<file path="src/rtl/gtq_pkg.sv">
// gtq_pkg: shared sizes, codes and word types for the grouped team queue.
// No dependencies; imported by gtq_free_list and grouped_team_queue.
package gtq_pkg;

    localparam int ID_BITS   = 10;
    localparam int TEAM_BITS = 4;
    localparam int POOL_BITS = 8;
    localparam int MAX_TEAMS = 1 << TEAM_BITS;
    localparam int POOL_SIZE = 1 << POOL_BITS;
    localparam int ID_DEPTH  = 1 << ID_BITS;

    typedef enum logic [1:0] {
        CMD_ASSIGN = 2'd0,
        CMD_PUSH   = 2'd1,
        CMD_POP    = 2'd2,
        CMD_CLEAR  = 2'd3
    } cmd_t;

    typedef enum logic [1:0] {
        ST_DONE   = 2'd0,
        ST_POPPED = 2'd1,
        ST_EMPTY  = 2'd2,
        ST_FULL   = 2'd3
    } status_t;

    typedef struct packed {
        logic [1:0]           command;
        logic [ID_BITS-1:0]   element_id;
        logic [TEAM_BITS-1:0] team;
    } req_word_t;

    typedef struct packed {
        logic [ID_BITS-1:0] popped_id;
        logic [1:0]         status;
    } rsp_word_t;

    // free list control from the sequencer
    typedef struct packed {
        logic                 rd;
        logic                 alloc;
        logic                 rel;
        logic                 clr;
        logic [POOL_BITS-1:0] rel_slot;
    } free_ctl_t;

    typedef struct packed {
        logic [POOL_BITS-1:0] slot;
        logic                 empty;
        logic                 full;
    } free_sts_t;

endpackage

</file>
<file path="src/rtl/gtq_free_list.sv">
// gtq_free_list: ring of free pool slots with head, count and fill count.
// Depends on gtq_pkg.
module gtq_free_list
    import gtq_pkg::*;
(
    input  logic      clk,
    input  logic      rst_n,
    input  free_ctl_t ctl,
    output free_sts_t sts
);

    logic [POOL_BITS-1:0] ring_mem [POOL_SIZE];
    logic [POOL_BITS-1:0] head_reg, head_next;
    logic [POOL_BITS:0]   count_reg, count_next;
    logic [POOL_BITS:0]   fill_reg, fill_next;   // ring positions written since clear
    logic [POOL_BITS-1:0] rd_data_reg;
    logic                 fresh_reg;
    logic [POOL_BITS-1:0] tail_pos;

    assign tail_pos = head_reg + count_reg[POOL_BITS-1:0];

    always_comb
    begin
        head_next  = head_reg;
        count_next = count_reg;
        fill_next  = fill_reg;
        if (ctl.clr)
        begin
            head_next  = '0;
            count_next = (POOL_BITS+1)'(POOL_SIZE);
            fill_next  = '0;
        end
        else if (ctl.alloc)
        begin
            head_next  = head_reg + 1'b1;
            count_next = count_reg - 1'b1;
        end
        else if (ctl.rel)
        begin
            count_next = count_reg + 1'b1;
            if (fill_reg != (POOL_BITS+1)'(POOL_SIZE))
                fill_next = fill_reg + 1'b1;
        end
    end

    always_ff @(posedge clk or negedge rst_n)
    begin
        if (!rst_n)
        begin
            head_reg  <= '0;
            count_reg <= (POOL_BITS+1)'(POOL_SIZE);
            fill_reg  <= '0;
        end
        else
        begin
            head_reg  <= head_next;
            count_reg <= count_next;
            fill_reg  <= fill_next;
        end
    end

    always_ff @(posedge clk)
    begin
        if (ctl.rel && !ctl.clr)
            ring_mem[tail_pos] <= ctl.rel_slot;
        if (ctl.rd)
        begin
            rd_data_reg <= ring_mem[head_reg];
            fresh_reg   <= ({1'b0, head_reg} >= fill_reg);
        end
    end

    // unwritten positions read as their own index
    assign sts.slot  = fresh_reg ? head_reg : rd_data_reg;
    assign sts.empty = (count_reg == '0);
    assign sts.full  = (count_reg == (POOL_BITS+1)'(POOL_SIZE));

    a_count_range: assert property (@(posedge clk) disable iff (!rst_n)
        count_reg <= (POOL_BITS+1)'(POOL_SIZE))
        else $error("free count above pool size");
    a_fill_range: assert property (@(posedge clk) disable iff (!rst_n)
        fill_reg <= (POOL_BITS+1)'(POOL_SIZE))
        else $error("fill count above pool size");
    a_no_alloc_empty: assert property (@(posedge clk) disable iff (!rst_n)
        ctl.alloc |-> count_reg != '0)
        else $error("alloc from empty free list");

endmodule

</file>
<file path="config.mk">
export PLATFORM = sky130hd
export DESIGN_NAME = gtq_free_list
export DESIGN_NICKNAME = d
export VERILOG_FILES = /design/src/rtl/gtq_pkg.sv /design/src/rtl/gtq_free_list.sv
export SDC_FILE = /design/constraint.sdc
export NUM_CORES = 2
export LEC_CHECK = 0
export BUFFER_PORTS_ARGS = -buffer_cell sky130_fd_sc_hd__buf_2
export CORE_MARGIN = 10
export CORE_UTILIZATION = 35
export DETAILED_ROUTE_END_ITERATION = 8
export PLACE_DENSITY_LB_ADDON = 0.15
export SYNTH_ARGS = -nofsm -noshare
export SYNTH_HDL_FRONTEND = slang
export SYNTH_SLANG_ARGS = --single-unit
</file>
<file path="constraint.sdc">
create_clock -name clk -period 8.07 [get_ports clk]
set_input_delay 0.4035 -clock clk [delete_from_list [all_inputs] [get_ports clk]]
set_output_delay 0.4035 -clock clk [all_outputs]
set_load 0.02 [all_outputs]
</file>
==> out/results.ini <==
[routing]
firstDrtPassIters=6
remaining_drc_errors=0
ant_nets=0
wirelength_um=229000
vias_per_cell=5.52
initialDrtViolationCount=4027
drt-wirelength-per-cell_um=31.9
vias=39697

[pwr]
power_density_nw_per_um2=254
comb_power_share_pct=7.0
p_int_mw=18.0
vdd_drop_max_mv=0.179
switchingPower_mw=5.30
p_leak_nw=27.4
clock_power_share_pct=41.6
sw_frac_of_total_pct=22.7
seq_power_share_pct=51.4

[clock_network]
cts-root-buf=clkbuf_16
worst_skew_pair.late_latency_ns=0.85
numCtsBuffers=213
clock_path_buffers=3
htree_levels=4
cts.clk_slew.worst_paths_ns=0.06
cts_tree=built
cts_sinks=2083
post_cts_resized=0

[grt]
antenna_found_initial=6
grt_pass1_vias=40994
grt_overflow_total=0
grt_max_degree=158
grt.total_usage_pct=17.9
grt_pass1_wl_um=323000

[run]
cap_violations=0

[worst_setup_path]
end_kind=flop
r2r-end=ring_mem[132][4]
reg2reg_depth=9
r2r-start=head_reg[0]
cp-start-kind=flop
path_class=flop to flop
critical_path_required_ns=8.53
reg2reg_slack_ns=2.05
worst-path-max-fanout=39
crit_arrival_ns=6.48

[timing]
fin_crit_ns=6.02
rsz0062_at_grt=no
max-slew-margin-rel_pct=10.9
hold_ws_ns=0.0349
hold_viol_final=0
skew_ns=0.0312
timing.setup.tns_ns=0
tightest_slew_ns=1.33
max_clock_freq_mhz=166
drv_slew=0
fin_crit_sh_pct=74.6
setup_violations=0

[cells_and_area]
area_growth_pct=12.9
nets=4019
register_area_um2=62400
multi_input_area_um2=17700
final_util_pct=39.8
n_fill_cell=20432
largest_reg_flops=2048
drive_above_1_share_pct=22.7

[synth]
synthFlopType=edfxtp_1
syn-num-nets=3918
yosys_register_bits=2083
async_flop_share_pct=1.25
synth_warnings=0
synth-seq-area-share_pct=76.8
avgSynthCellArea_um2=21.0
syn-cell-area_um2=81300
yosysUniqueCellTypes=65
synth_edf_count=2057
syn-instance-count=3877

[floorplanning]
start_util_pct=35.2
dieWidth_um=502
num_rows=176
die_h_um=502
pin_count=24
core-area_um2=231000
die_area_um2=252000

[worst_hold_path]
hold_depth=1
min_to=ring_mem[69][0]
hp-start=ctl[0]
min_path_type=input port to flop

[place]
io_buffers=23
place.gp.congestion=0.820
dpl.hpwl_um=136000

[outcome]
status=finished, final reports clean

-- cells in the final DEF, fill, tap and decap left out, drive strengths merged, types with 7 or more instances in the layout --
cell type | synthesis | final
buf | 122 | 108
o22ai | 13 | 13
xor2 | 8 | 8
edfxtp | 2057 | 2057
nand3 | 55 | 55
a221o | 7 | 7
nor2 | 324 | 324
nor3 | 7 | 7
mux4 | 502 | 502
a22oi | 98 | 98
inv | 19 | 25
o21ai | 61 | 61
mux2 | 12 | 12
clkinv | 2 | 105
nand2 | 88 | 88
nor2b | 8 | 8
a22o | 20 | 20
nand4 | 12 | 12
mux2i | 85 | 85
xnor2 | 20 | 20
clkbuf | 105 | 261
a21oi | 59 | 59
ha | 25 | 25
or3 | 14 | 14
dfrtp | 25 | 25
a221oi | 56 | 56
bufinv | 0 | 18
clkinvlp | 0 | 7
-- repair_timing --
item / in CTS / in global routing
hold endpoints to repair: 92 / 0
hold buffers: 5 / 0
buffers inserted: 0 / 0
-- worst max path at each step --
stage,cells after the start,to,startpoint
final,9,ring_mem[132][4],head_reg[0]
after global routing,9,ring_mem[168][3],head_reg[0]
after detailed placement,9,ring_mem[168][7],head_reg[0]
after floorplan,10,ring_mem[103][0],count_reg[0]
after global placement,9,ring_mem[168][3],head_reg[0]
after CTS,9,ring_mem[168][7],head_reg[0]
-- kinds of logic after synthesis --
group                      count (synthesis)  share of synthesized area, %
DFF                                     2083                          76.8
AOI/OAI and AO/OA                        362                          3.15
muxes                                    599                          15.1
xor gates and xnor gates                  28                         0.302
and+or+nand+nor                          530                          2.73
buffers and inverters                    248                          1.44
adders and majority gates                 27                         0.434
-- power groups by stage --
stage                     clock, mW  combinational, mW  sequential (mW)
after CTS                      9.90               1.67             12.0
after global routing           10.3               1.75             12.0
after floorplan                   0               1.00             12.2
after global placement            0               1.67             12.2
final                          9.70               1.64             12.0
after detailed placement          0               1.67             12.2
-- area by class of cell --
type / count / area share [%]
Tap cell: 3026 / 4.13
Timing Repair Buffer: 113 / 1.04
Sequential cell: 2083 / 68.0
Antenna cell: 2 / 0.00545
Clock buffer: 261 / 6.14
Inverter: 21 / 0.0859
Multi-Input combinational cell: 1546 / 19.3
Clock inverter: 134 / 1.24
-- worst max-delay path, cell delays in order, from the launching register on --
cell and delay, ns:
dfrtp_4 0.77, ha_1 0.37, fa_1 0.40, a21o_1 0.18
a21oi_1 0.31, o21bai_1 0.11, a21oi_1 0.45, xor2_1 0.97
nand2_1 1.12, nor2_1 0.95
-- Yosys cell counts (14+ instances only) --
| master | number | share of area, % |
|---|---|---|
| a22o_1 | 20 | 0.22 |
| ha_1 | 25 | 0.38 |
| a22oi_1 | 98 | 0.91 |
| inv_1 | 18 | 0.083 |
| clkbuf_1 | 105 | 0.48 |
| dfrtp_1 | 25 | 0.77 |
| a221oi_1 | 56 | 0.60 |
| nor2_1 | 324 | 1.5 |
| or3_1 | 14 | 0.11 |
| o21ai_0 | 56 | 0.34 |
| a21oi_1 | 58 | 0.36 |
| mux4_2 | 502 | 14 |
| edfxtp_1 | 2057 | 76 |
| buf_2 | 77 | 0.47 |
| mux2i_1 | 85 | 1.0 |
| buf_1 | 19 | 0.088 |
| nand3_1 | 55 | 0.34 |
| xnor2_1 | 20 | 0.22 |
| nand2_1 | 88 | 0.41 |
-- per-stage QoR --
stage	instances	setup WS, ns	cell area, um^2	total power, mW
floorplan	3877	4.79	81300	13.2
global placement	6784	2.26	84900	13.9
detailed placement	6784	2.25	84900	13.9
CTS	7184	2.20	91800	23.6
global route	7185	1.85	91800	24.1
finish	7186	2.05	91800	23.3
-- per-layer routing --
metal,vias up,wire (um),track usage [%]
li1,16399,-,-
met1,21753,101000,25.4
met4,4,5650,4.50
met2,1262,108000,28.3
met5,-,23,0.0571
met3,279,13600,3.50
No activity file was read; power rests on OpenSTA's default activity.
